--- src/hdl/nearest_neighbor_tour_top_assert.svh ---
// Assertion macros for the nearest-neighbour tour block.
// Included by the top level; needs nothing else.
`ifndef NEAREST_NEIGHBOR_TOUR_TOP_ASSERT_SVH
`define NEAREST_NEIGHBOR_TOUR_TOP_ASSERT_SVH

// Same-cycle implication, disabled during reset.
`define NNT_ASSERT_IMP(name, clk, rst_n, pre, post, msg) \
  name: assert property (@(posedge clk) disable iff (!rst_n) (pre) |-> (post)) \
    else $error(msg);

// Next-cycle implication, disabled during reset.
`define NNT_ASSERT_NXT(name, clk, rst_n, pre, post, msg) \
  name: assert property (@(posedge clk) disable iff (!rst_n) (pre) |=> (post)) \
    else $error(msg);

`endif

--- src/hdl/nnt_pkg.sv ---
// Shared types and constants of the nearest-neighbour tour block.
// No dependencies.
package nnt_pkg;

  localparam int CITY_W  = 5;   // city index field
  localparam int CNT_W   = 6;   // city count, holds 32
  localparam int FIELD_W = 16;  // coordinate field on the input channel

  localparam int APB_AW = 3;
  localparam int APB_DW = 32;

  // register index, taken from paddr[2]
  localparam logic REG_CITY_COUNT = 1'b0;
  localparam logic [CNT_W-1:0] CITY_COUNT_RESET = 6'd32;

  localparam logic KIND_LOAD = 1'b0;
  localparam logic KIND_RUN  = 1'b1;

  // control of the shared distance unit
  typedef struct packed {
    logic diff_en;  // latch candidate and absolute differences
    logic sqx_en;   // square dx
    logic sqy_en;   // square dy
  } nnt_dist_ctl_t;

endpackage

--- src/hdl/nnt_in_if.sv ---
// Input channel of the nearest-neighbour tour block: load and run beats.
// Depends on nnt_pkg for field widths.
interface nnt_in_if import nnt_pkg::*; ();
  logic                     valid;
  logic                     ready;
  logic                     kind;
  logic [CITY_W-1:0]        city_index;
  logic signed [FIELD_W-1:0] coord_x;
  logic signed [FIELD_W-1:0] coord_y;
  logic [CITY_W-1:0]        start_city;

  modport source (output valid, kind, city_index, coord_x, coord_y, start_city,
                  input ready);
  modport sink (input valid, kind, city_index, coord_x, coord_y, start_city,
                output ready);
endinterface

--- src/hdl/nnt_out_if.sv ---
// Output channel of the nearest-neighbour tour block: one city per beat.
// Depends on nnt_pkg for field widths.
interface nnt_out_if import nnt_pkg::*; ();
  logic              valid;
  logic              ready;
  logic [CITY_W-1:0] tour_city;
  logic              is_last;

  modport source (output valid, tour_city, is_last, input ready);
  modport sink (input valid, tour_city, is_last, output ready);
endinterface

--- src/hdl/nnt_ram.sv ---
// Generic single-write, single-read RAM with registered read data.
// No dependencies.
module nnt_ram #(
  parameter int WIDTH = 32,
  parameter int DEPTH = 32
) (
  input  logic                     clk_i,
  input  logic                     we_i,
  input  logic [$clog2(DEPTH)-1:0] waddr_i,
  input  logic [WIDTH-1:0]         wdata_i,
  input  logic [$clog2(DEPTH)-1:0] raddr_i,
  output logic [WIDTH-1:0]         rdata_o
);

  logic [WIDTH-1:0] mem_q [DEPTH];

  always_ff @(posedge clk_i) begin
    if (we_i) begin
      mem_q[waddr_i] <= wdata_i;
    end
    rdata_o <= mem_q[raddr_i];
  end

endmodule

--- src/hdl/nnt_dist_unit.sv ---
// Squared-distance unit: absolute differences, one shared squarer, final sum.
// Depends on nnt_pkg for the control struct.
module nnt_dist_unit import nnt_pkg::*; #(
  parameter int COORD_BITS = 16
) (
  input  logic                         clk_i,
  input  nnt_dist_ctl_t                ctl_i,
  input  logic signed [COORD_BITS-1:0] cur_x_i,
  input  logic signed [COORD_BITS-1:0] cur_y_i,
  input  logic signed [COORD_BITS-1:0] cand_x_i,
  input  logic signed [COORD_BITS-1:0] cand_y_i,
  output logic signed [COORD_BITS-1:0] cand_x_o,
  output logic signed [COORD_BITS-1:0] cand_y_o,
  output logic [2*COORD_BITS:0]        dist_o
);

  localparam int CB = COORD_BITS;

  logic signed [CB:0] diff_x, diff_y;
  logic [CB-1:0]      abs_x, abs_y;
  logic [CB-1:0]      dx_q, dy_q;
  logic [CB-1:0]      op;
  logic [2*CB-1:0]    prod;
  logic [2*CB-1:0]    sqx_q, sqy_q;

  always_comb begin
    diff_x = {cand_x_i[CB-1], cand_x_i} - {cur_x_i[CB-1], cur_x_i};
    diff_y = {cand_y_i[CB-1], cand_y_i} - {cur_y_i[CB-1], cur_y_i};
    abs_x  = diff_x[CB] ? CB'(-diff_x) : diff_x[CB-1:0];
    abs_y  = diff_y[CB] ? CB'(-diff_y) : diff_y[CB-1:0];
  end

  // one squarer serves both axes
  assign op   = ctl_i.sqy_en ? dy_q : dx_q;
  assign prod = {{CB{1'b0}}, op} * {{CB{1'b0}}, op};

  always_ff @(posedge clk_i) begin
    if (ctl_i.diff_en) begin
      dx_q     <= abs_x;
      dy_q     <= abs_y;
      cand_x_o <= cand_x_i;
      cand_y_o <= cand_y_i;
    end
    if (ctl_i.sqx_en) begin
      sqx_q <= prod;
    end
    if (ctl_i.sqy_en) begin
      sqy_q <= prod;
    end
  end

  assign dist_o = {1'b0, sqx_q} + {1'b0, sqy_q};

endmodule

--- src/hdl/nearest_neighbor_tour_top.sv ---
// Nearest-neighbour tour builder: input item channel, tour city output channel.
//
// Usage:
//   in_i carries load beats (kind 0: city_index, coord_x, coord_y) and run
//   beats (kind 1: start_city). A load writes one city.
//   A run emits n + 1 beats on out_o, n being city_count clamped to 2..32:
//   the start city, each nearest unvisited city in turn (ties to the lower
//   index), then the start city again with is_last set. A run whose start is
//   not below n emits nothing.
//   Each step of a run scans all cities in use. An unvisited candidate
//   passes through the difference, square-x, square-y and compare states,
//   the two square states sharing one squarer; a visited one is skipped.
//   in_i.ready is high only between runs; a finished beat in the output
//   register does not block the next item. When out_o is stalled the
//   sequencer holds at its next beat until the register drains.
//   city_count is to be written over the APB port between items; the block
//   does not enforce this. Reset clears control state and sets city_count
//   to 32; city coordinates stay undefined until loaded.
// Depends on nnt_pkg, nnt_in_if, nnt_out_if, nnt_ram, nnt_dist_unit and
// nearest_neighbor_tour_top_assert.svh.
`include "nearest_neighbor_tour_top_assert.svh"

module nearest_neighbor_tour_top import nnt_pkg::*; #(
  parameter int MAX_CITIES = 32,
  parameter int COORD_BITS = 16
) (
  input  logic              clk_i,
  input  logic              rst_ni,
  nnt_in_if.sink            in_i,
  nnt_out_if.source         out_o,
  input  logic              psel,
  input  logic              penable,
  input  logic              pwrite,
  input  logic [APB_AW-1:0] paddr,
  input  logic [APB_DW-1:0] pwdata,
  output logic [APB_DW-1:0] prdata,
  output logic              pready
);

  localparam int CITY_LIMIT = (MAX_CITIES < 32) ? MAX_CITIES : 32;
  localparam int AW = $clog2(CITY_LIMIT);
  localparam int CB = COORD_BITS;
  localparam int DW = 2 * CB + 1;
  localparam logic [CNT_W-1:0] LIMIT_CNT = CNT_W'(CITY_LIMIT);

  localparam logic [2:0] S_IDLE = 3'd0;
  localparam logic [2:0] S_CUR  = 3'd1;
  localparam logic [2:0] S_EMIT = 3'd2;
  localparam logic [2:0] S_SCAN = 3'd3;
  localparam logic [2:0] S_DIFF = 3'd4;
  localparam logic [2:0] S_SQX  = 3'd5;
  localparam logic [2:0] S_SQY  = 3'd6;
  localparam logic [2:0] S_CMP  = 3'd7;

  // configuration
  logic [CNT_W-1:0] city_count_q;
  logic [CNT_W-1:0] n_eff;

  assign pready = 1'b1;
  assign prdata = (paddr[2] == REG_CITY_COUNT) ? APB_DW'(city_count_q) : '0;

  always_ff @(posedge clk_i or negedge rst_ni) begin
    if (!rst_ni) begin
      city_count_q <= CITY_COUNT_RESET;
    end else if (psel && penable && pwrite && paddr[2] == REG_CITY_COUNT) begin
      city_count_q <= pwdata[CNT_W-1:0];
    end
  end

  always_comb begin
    if (city_count_q < CNT_W'(2)) begin
      n_eff = CNT_W'(2);
    end else if (city_count_q > LIMIT_CNT) begin
      n_eff = LIMIT_CNT;
    end else begin
      n_eff = city_count_q;
    end
  end

  // coordinate conversion to COORD_BITS
  logic [CB-1:0] x_raw, y_raw;

  generate
    if (CB <= FIELD_W) begin : g_narrow
      assign x_raw = in_i.coord_x[CB-1:0];
      assign y_raw = in_i.coord_y[CB-1:0];
    end else begin : g_wide
      assign x_raw = {{(CB-FIELD_W){1'b0}}, in_i.coord_x};
      assign y_raw = {{(CB-FIELD_W){1'b0}}, in_i.coord_y};
    end
  endgenerate

  // sequencer state
  logic [2:0]            state_q, state_d;
  logic [CITY_LIMIT-1:0] visited_q, visited_d;
  logic [CNT_W-1:0]      vcount_q, vcount_d;
  logic [CNT_W-1:0]      idx_q, idx_d;
  logic                  found_q, found_d;
  logic [CITY_W-1:0]     start_q, start_d;
  logic [CITY_W-1:0]     emit_city_q, emit_city_d;
  logic                  emit_last_q, emit_last_d;
  logic [CITY_W-1:0]     best_q, best_d;
  logic [DW-1:0]         best_dist_q, best_dist_d;
  logic signed [CB-1:0]  best_x_q, best_x_d, best_y_q, best_y_d;
  logic signed [CB-1:0]  cur_x_q, cur_x_d, cur_y_q, cur_y_d;
  logic                  out_valid_q, out_valid_d;
  logic [CITY_W-1:0]     out_city_q, out_city_d;
  logic                  out_last_q, out_last_d;

  logic                  in_acc, out_slot, push, commit;
  logic                  ram_we;
  logic [AW-1:0]         ram_raddr;
  logic [2*CB-1:0]       ram_rdata;
  logic signed [CB-1:0]  rd_x, rd_y, cand_x, cand_y;
  logic [DW-1:0]         cand_dist;
  nnt_dist_ctl_t         dctl;

  assign in_i.ready = (state_q == S_IDLE);
  assign in_acc     = in_i.valid && in_i.ready;
  assign out_slot   = !out_valid_q || out_o.ready;
  assign push       = (state_q == S_EMIT) && out_slot;
  assign commit     = (state_q == S_SCAN) && (idx_q == n_eff);

  assign ram_we = in_acc && (in_i.kind == KIND_LOAD) &&
                  ({1'b0, in_i.city_index} < LIMIT_CNT);
  assign ram_raddr = (state_q == S_IDLE) ? in_i.start_city[AW-1:0] : idx_q[AW-1:0];
  assign rd_x = ram_rdata[2*CB-1:CB];
  assign rd_y = ram_rdata[CB-1:0];

  nnt_ram #(
    .WIDTH (2 * CB),
    .DEPTH (CITY_LIMIT)
  ) u_coord_ram (
    .clk_i   (clk_i),
    .we_i    (ram_we),
    .waddr_i (in_i.city_index[AW-1:0]),
    .wdata_i ({x_raw, y_raw}),
    .raddr_i (ram_raddr),
    .rdata_o (ram_rdata)
  );

  assign dctl.diff_en = (state_q == S_DIFF);
  assign dctl.sqx_en  = (state_q == S_SQX);
  assign dctl.sqy_en  = (state_q == S_SQY);

  nnt_dist_unit #(
    .COORD_BITS (CB)
  ) u_dist (
    .clk_i    (clk_i),
    .ctl_i    (dctl),
    .cur_x_i  (cur_x_q),
    .cur_y_i  (cur_y_q),
    .cand_x_i (rd_x),
    .cand_y_i (rd_y),
    .cand_x_o (cand_x),
    .cand_y_o (cand_y),
    .dist_o   (cand_dist)
  );

  always_comb begin
    state_d     = state_q;
    visited_d   = visited_q;
    vcount_d    = vcount_q;
    idx_d       = idx_q;
    found_d     = found_q;
    start_d     = start_q;
    emit_city_d = emit_city_q;
    emit_last_d = emit_last_q;
    best_d      = best_q;
    best_dist_d = best_dist_q;
    best_x_d    = best_x_q;
    best_y_d    = best_y_q;
    cur_x_d     = cur_x_q;
    cur_y_d     = cur_y_q;
    out_city_d  = out_city_q;
    out_last_d  = out_last_q;
    out_valid_d = out_valid_q && !out_o.ready;

    case (state_q)
      S_IDLE: begin
        if (in_acc && in_i.kind == KIND_RUN && {1'b0, in_i.start_city} < n_eff) begin
          start_d   = in_i.start_city;
          visited_d = '0;
          visited_d[in_i.start_city[AW-1:0]] = 1'b1;
          vcount_d  = CNT_W'(1);
          state_d   = S_CUR;
        end
      end
      S_CUR: begin
        cur_x_d     = rd_x;
        cur_y_d     = rd_y;
        emit_city_d = start_q;
        emit_last_d = 1'b0;
        state_d     = S_EMIT;
      end
      S_EMIT: begin
        if (out_slot) begin
          out_valid_d = 1'b1;
          out_city_d  = emit_city_q;
          out_last_d  = emit_last_q;
          if (emit_last_q) begin
            state_d = S_IDLE;
          end else if (vcount_q == n_eff) begin
            // every city visited: close the tour
            emit_city_d = start_q;
            emit_last_d = 1'b1;
          end else begin
            idx_d   = '0;
            found_d = 1'b0;
            state_d = S_SCAN;
          end
        end
      end
      S_SCAN: begin
        if (commit) begin
          visited_d[best_q[AW-1:0]] = 1'b1;
          vcount_d    = vcount_q + CNT_W'(1);
          cur_x_d     = best_x_q;
          cur_y_d     = best_y_q;
          emit_city_d = best_q;
          emit_last_d = 1'b0;
          state_d     = S_EMIT;
        end else if (visited_q[idx_q[AW-1:0]]) begin
          idx_d = idx_q + CNT_W'(1);
        end else begin
          state_d = S_DIFF;
        end
      end
      S_DIFF: state_d = S_SQX;
      S_SQX:  state_d = S_SQY;
      S_SQY:  state_d = S_CMP;
      S_CMP: begin
        // strict compare keeps the lower index on a tie
        if (!found_q || cand_dist < best_dist_q) begin
          found_d     = 1'b1;
          best_d      = idx_q[CITY_W-1:0];
          best_dist_d = cand_dist;
          best_x_d    = cand_x;
          best_y_d    = cand_y;
        end
        idx_d   = idx_q + CNT_W'(1);
        state_d = S_SCAN;
      end
      default: state_d = S_IDLE;
    endcase
  end

  always_ff @(posedge clk_i or negedge rst_ni) begin
    if (!rst_ni) begin
      state_q     <= S_IDLE;
      visited_q   <= '0;
      vcount_q    <= '0;
      idx_q       <= '0;
      found_q     <= 1'b0;
      out_valid_q <= 1'b0;
    end else begin
      state_q     <= state_d;
      visited_q   <= visited_d;
      vcount_q    <= vcount_d;
      idx_q       <= idx_d;
      found_q     <= found_d;
      out_valid_q <= out_valid_d;
    end
  end

  always_ff @(posedge clk_i) begin
    start_q     <= start_d;
    emit_city_q <= emit_city_d;
    emit_last_q <= emit_last_d;
    best_q      <= best_d;
    best_dist_q <= best_dist_d;
    best_x_q    <= best_x_d;
    best_y_q    <= best_y_d;
    cur_x_q     <= cur_x_d;
    cur_y_q     <= cur_y_d;
    out_city_q  <= out_city_d;
    out_last_q  <= out_last_d;
  end

  assign out_o.valid     = out_valid_q;
  assign out_o.tour_city = out_city_q;
  assign out_o.is_last   = out_last_q;

  `NNT_ASSERT_IMP(a_count_matches_mask, clk_i, rst_ni, 1'b1,
    $countones(visited_q) == int'(vcount_q), "visited count out of step with mask")
  `NNT_ASSERT_IMP(a_count_bounded, clk_i, rst_ni, state_q != S_IDLE,
    vcount_q <= n_eff, "visited count beyond city count")
  `NNT_ASSERT_IMP(a_commit_has_best, clk_i, rst_ni, commit,
    found_q && !visited_q[best_q[AW-1:0]], "scan ended without an unvisited best")
  `NNT_ASSERT_IMP(a_last_when_full, clk_i, rst_ni, push && emit_last_q,
    vcount_q == n_eff, "tour closed before all cities visited")
  `NNT_ASSERT_NXT(a_commit_emits, clk_i, rst_ni, commit,
    state_q == S_EMIT && emit_city_q == $past(best_q), "chosen city not queued")

endmodule
--- src/flat_wrapper.sv ---
// flat-port wrapper written by rule: the top's interface ports become plain ports
module nearest_neighbor_tour_top_flat import nnt_pkg::*;
#(
  parameter int MAX_CITIES = 32,
  parameter int COORD_BITS = 16
)
  (clk_i, rst_ni, psel, penable, pwrite, paddr, pwdata, prdata, pready, in_i_valid, in_i_kind, in_i_city_index, in_i_coord_x, in_i_coord_y, in_i_start_city, in_i_ready, out_o_valid, out_o_tour_city, out_o_is_last, out_o_ready);
  nnt_in_if in_i_i ();
  nnt_out_if out_o_i ();
  input  logic clk_i;
  input  logic rst_ni;
  input  logic psel;
  input  logic penable;
  input  logic pwrite;
  input  logic [APB_AW-1:0] paddr;
  input  logic [APB_DW-1:0] pwdata;
  output logic [APB_DW-1:0] prdata;
  output logic pready;
  input wire logic [$bits(in_i_i.valid)-1:0] in_i_valid;
  input wire logic [$bits(in_i_i.kind)-1:0] in_i_kind;
  input wire logic [$bits(in_i_i.city_index)-1:0] in_i_city_index;
  input wire logic [$bits(in_i_i.coord_x)-1:0] in_i_coord_x;
  input wire logic [$bits(in_i_i.coord_y)-1:0] in_i_coord_y;
  input wire logic [$bits(in_i_i.start_city)-1:0] in_i_start_city;
  output wire logic [$bits(in_i_i.ready)-1:0] in_i_ready;
  output wire logic [$bits(out_o_i.valid)-1:0] out_o_valid;
  output wire logic [$bits(out_o_i.tour_city)-1:0] out_o_tour_city;
  output wire logic [$bits(out_o_i.is_last)-1:0] out_o_is_last;
  input wire logic [$bits(out_o_i.ready)-1:0] out_o_ready;
  assign in_i_i.valid = in_i_valid;
  assign in_i_i.kind = in_i_kind;
  assign in_i_i.city_index = in_i_city_index;
  assign in_i_i.coord_x = in_i_coord_x;
  assign in_i_i.coord_y = in_i_coord_y;
  assign in_i_i.start_city = in_i_start_city;
  assign in_i_ready = in_i_i.ready;
  assign out_o_valid = out_o_i.valid;
  assign out_o_tour_city = out_o_i.tour_city;
  assign out_o_is_last = out_o_i.is_last;
  assign out_o_i.ready = out_o_ready;
  nearest_neighbor_tour_top #(.MAX_CITIES(MAX_CITIES), .COORD_BITS(COORD_BITS)) u_core (.clk_i(clk_i), .rst_ni(rst_ni), .in_i(in_i_i), .out_o(out_o_i), .psel(psel), .penable(penable), .pwrite(pwrite), .paddr(paddr), .pwdata(pwdata), .prdata(prdata), .pready(pready));
endmodule
--- config.mk ---
export PLATFORM = sky130hd
export DESIGN_NAME = nearest_neighbor_tour_top_flat
export DESIGN_NICKNAME = d
export VERILOG_FILES = /design/src/hdl/nnt_pkg.sv /design/src/hdl/nnt_in_if.sv /design/src/hdl/nnt_out_if.sv /design/src/hdl/nnt_ram.sv /design/src/hdl/nnt_dist_unit.sv /design/src/hdl/nearest_neighbor_tour_top.sv /design/src/flat_wrapper.sv
export VERILOG_INCLUDE_DIRS = /design/src /design/src/hdl
export SDC_FILE = /design/constraint.sdc
export NUM_CORES = 2
export LEC_CHECK = 0
export BUFFER_PORTS_ARGS = -buffer_cell sky130_fd_sc_hd__buf_2
export CAP_MARGIN = 20
export CORE_MARGIN = 1.5
export CORE_UTILIZATION = 33
export DETAILED_ROUTE_END_ITERATION = 8
export GPL_ROUTABILITY_DRIVEN = 0
export PLACE_DENSITY = 0.47
export SYNTH_ARGS = -nofsm -noshare
export SYNTH_HDL_FRONTEND = slang
export SYNTH_SLANG_ARGS = --single-unit
--- constraint.sdc ---
create_clock -name clk_i -period 34.8 [get_ports clk_i]
set_input_delay 6.96 -clock clk_i [delete_from_list [all_inputs] [get_ports clk_i]]
set_output_delay 6.96 -clock clk_i [all_outputs]
set_load 0.05 [all_outputs]
==> impl_metrics.json <==
{
  "run_status": "finished clean",
  "drcViolationCount": 0,
  "first_iter_violations": 2669,
  "critical_path.startpoint_type": "primary input",
  "cts_post_setup_buffers_inserted": 0,
  "fp_rows": 160,
  "cp_top_family": "buffers and inverters",
  "timing.max_cap.violations": 0,
  "layout-drive-gt1-share_pct": 16.0,
  "post_detailed_routing_wire_length_um": 156000,
  "synthesis.instances": 4216,
  "port_buffers": 70,
  "syn-cell-area_um2": 62900,
  "dp_hpwl_um": 96800,
  "launch_point_of_the_worst_hold_path": "u_core.u_dist.cand_x_o[11]",
  "synth-main-ff-cell": "sky130_fd_sc_hd__edfxtp_1",
  "hold_buffers": 0,
  "die_x_um": 439,
  "finalSetupViolations": 0,
  "path_common_cell": "sky130_fd_sc_hd__buf_2",
  "number_of_detailed_route_iterations_in_the_first_pass": 5,
  "period_needed_ns": 14.43,
  "core-area_um2": 190000,
  "worst-endpoint-arrival_ns": 7.47,
  "final_max_slew_viol_count": 0,
  "critPathBufInv": 2,
  "avgRoutedWirePerCell_um": 22.4,
  "worst_setup_path_startpoint": "paddr[2]",
  "nFillCells": 17900,
  "cts.sink_count": 1356,
  "fp.dieArea_um2": 193000,
  "cts.path.max_buffers": 3,
  "yosys_warnings": 0,
  "drt-vias-per-instance": 4.93,
  "top_level_ports": 126,
  "clock_pin_slew_reported_for_the_worst_setup_and_hold_paths_after_clock_tree_synthesis_ns": 0.06,
  "cts_made_buffers": 151,
  "cp.required_ns": 27.84,
  "antenna_violations_before_repair": 7,
  "ctsResizeCount": 0,
  "critPathCaptureType": "output pin",
  "die_span_in_y_um": 439,
  "cts_tree": "done",
  "first_global_vias": 35600,
  "vias_post_dr": 34500,
  "synth-edff-count": 1269,
  "fin_worst_skew_ns": 0.0455,
  "hold_path_class": "flip-flop to flip-flop",
  "post-route-period-util_pct": 41.5,
  "worstSetupPathType": "primary input to output pin",
  "synth_area_per_cell_um2": 14.9,
  "clk-insertion-delay-late_ns": 0.82,
  "synth.distinct_cells": 81,
  "crit_fanout": 7,
  "grt_max_degree": 65,
  "grt.total_usage_pct": 16.3,
  "clock.fmax_mhz": 69.3,
  "relSlewSlack_pct": 28.0,
  "synthArstFlopShare_pct": 4.06,
  "start_util_pct": 33.1,
  "unrepaired_setup_endpoints_after_global_routing": "no",
  "global_route.overflow_total": 0,
  "num-nets-final": 4805,
  "final_hold_violation_count": 0,
  "worst_path_largest_cell_delay_ns": 0.27,
  "grt_pass1_wl_um": 234000,
  "multi_input_area_um2": 21100,
  "crit_path_cell_trace": "buf_2 > nor2b_1 > buf_2",
  "synth_seq_cells": 1356,
  "seq_area_frac_synth_pct": 63.8,
  "final_antenna_net_count": 0,
  "timing_worst_slew_pin_value_ns": 1.07,
  "regToRegStartpoint": "u_core.state_q[0]",
  "cts_root_buf": "sky130_fd_sc_hd__clkbuf_16",
  "crit_path_top_delay_cell": "sky130_fd_sc_hd__buf_2",
  "regArea_um2": 40100,
  "cts_htree_levels": 4,
  "final_util_pct": 37.7,
  "synthToLayoutAreaGrowth_pct": 13.8,
  "fin_tns_setup_ns": 0
}
-- worst paths after layout --
path	to	slack [ns]	cells after the start
hold / removal	u_core.best_x_q[11]	0.41	0
hold reg to reg	u_core.best_x_q[11]	0.41	0
setup reg to reg	u_core.u_dist.sqx_q[18]	25.68	29
setup / recovery	prdata[2]	20.37	3
min in group asynchronous	u_core.visited_q[14]	6.34	2
max in group asynchronous	u_core.city_count_q[3]	27.92	2
-- sequential cells by signal, summed over array words and instances (netlist names), 31 cells and up --
| name | flops |
|---|---|
| u_core.u_coord_ram.mem_q | 1024 |
| u_core.best_dist_q | 33 |
| u_core.u_coord_ram.rdata_o | 32 |
| u_core.visited_q | 32 |
| u_core.u_dist.sqx_q | 31 |
| u_core.u_dist.sqy_q | 31 |
-- Yosys cell counts (all sizes together) (7+ instances only) --
library cell	number	share of area, %
mux2i	19	0.30
a21oi	137	1.1
ha	202	4.0
nand2	596	3.6
a21o	36	0.43
nor3b	7	0.084
nand3b	8	0.096
o21a	21	0.25
a211oi	8	0.11
o211ai	8	0.096
mux4	266	9.5
nand4	12	0.12
a31oi	15	0.15
xnor2	69	0.96
fa	164	5.2
nor2b	22	0.22
nand2b	17	0.17
o21bai	9	0.11
inv	323	1.9
nor2	190	1.1
clkinv	7	0.042
and3	16	0.16
xor2	38	0.53
or3	7	0.080
o21ai	131	1.0
dfxtp	32	1.0
nand3	192	1.5
clkbuf	113	0.67
dfrtp	54	2.1
nor3	42	0.33
edfxtp	1269	61
and2	7	0.072
buf	76	0.68
mux2	10	0.18
-- layout make-up --
| cell class | instances | area share, % |
|---|---|---|
| flip-flops and latches | 1356 | 56.1 |
| multi-input cells | 2366 | 29.5 |
| clock buffers | 198 | 5.70 |
| well taps | 2511 | 4.39 |
| inverters | 330 | 1.73 |
| repair buffers | 149 | 1.32 |
| clock inverters | 83 | 1.21 |
| diodes | 2 | 0.00700 |
-- through the flow --
stage,worst slack [ns],hold slack (ns),instance area [um2],instances
floorplan,19.57,0.400,63000,4241
global placement,20.37,0.400,66600,6711
detailed placement,20.37,0.405,66600,6712
CTS,20.36,0.399,71500,6993
global route,20.30,0.414,71500,6993
finish,20.37,0.406,71500,6995
-- placed cells by master (no fill, tap or decap), types with 8 or more instances in the layout --
cell type	netlist	routed
sky130_fd_sc_hd__a21o_1	36	36
sky130_fd_sc_hd__a21oi_1	137	136
sky130_fd_sc_hd__a31oi_1	15	15
sky130_fd_sc_hd__and3_1	16	16
sky130_fd_sc_hd__buf_2	30	71
sky130_fd_sc_hd__buf_4	28	78
sky130_fd_sc_hd__bufinv_16	0	10
sky130_fd_sc_hd__clkbuf_1	113	36
sky130_fd_sc_hd__clkbuf_16	0	152
sky130_fd_sc_hd__clkbuf_8	0	10
sky130_fd_sc_hd__clkinv_1	7	29
sky130_fd_sc_hd__clkinv_2	0	28
sky130_fd_sc_hd__conb_1	2	27
sky130_fd_sc_hd__dfrtp_1	54	54
sky130_fd_sc_hd__dfxtp_1	32	32
sky130_fd_sc_hd__edfxtp_1	1269	1269
sky130_fd_sc_hd__fa_1	164	164
sky130_fd_sc_hd__ha_1	202	202
sky130_fd_sc_hd__inv_1	322	322
sky130_fd_sc_hd__mux2_2	10	8
sky130_fd_sc_hd__mux2i_1	19	14
sky130_fd_sc_hd__mux4_2	266	266
sky130_fd_sc_hd__nand2_1	596	596
sky130_fd_sc_hd__nand2b_1	17	17
sky130_fd_sc_hd__nand3_1	192	191
sky130_fd_sc_hd__nand3b_1	8	8
sky130_fd_sc_hd__nand4_1	12	12
sky130_fd_sc_hd__nor2_1	190	156
sky130_fd_sc_hd__nor2_4	0	34
sky130_fd_sc_hd__nor2b_1	22	22
sky130_fd_sc_hd__nor3_1	42	39
sky130_fd_sc_hd__o211ai_1	8	8
sky130_fd_sc_hd__o21a_1	21	21
sky130_fd_sc_hd__o21ai_0	130	130
sky130_fd_sc_hd__o21bai_1	9	9
sky130_fd_sc_hd__xnor2_1	69	69
sky130_fd_sc_hd__xor2_1	38	38
-- logic make-up (layout without fill, tap and decap cells) --
kind of cell	Yosys count	count (layout)	share of synthesized area, %
simple gates	1142	1142	7.90
buf+inv	519	760	3.33
compound gates	429	429	4.20
flops	1356	1356	63.8
mux	295	295	10.0
other cells	2	29	0.0119
fa+ha+maj	366	366	9.24
xor+xnor	107	107	1.49
-- worst reg2reg max path: cells and delay by family (launching register included) --
kind                     cells  cell delay (ns)
adder cells (fa/ha/maj)      7             3.40
multiplexers                 1             0.84
AO/OA/AOI/OAI                7             1.61
flip-flops                   1             0.59
AND/OR/NAND/NOR              4             1.08
buffers and inverters       10             1.35
-- routing by layer --
layer  vias to the layer above  GRT usage, %  share of wire [%]
li1                      15900             -                  -
met1                     17800          21.8                 45
met2                       580          27.7                 50
met3                       221          2.53                3.6
met4                         2          3.87                1.9
met5                         -             0             0.0083
Power is not shown: default switching activity piles up to over one toggle a cycle in this logic, so the estimate is an artifact.
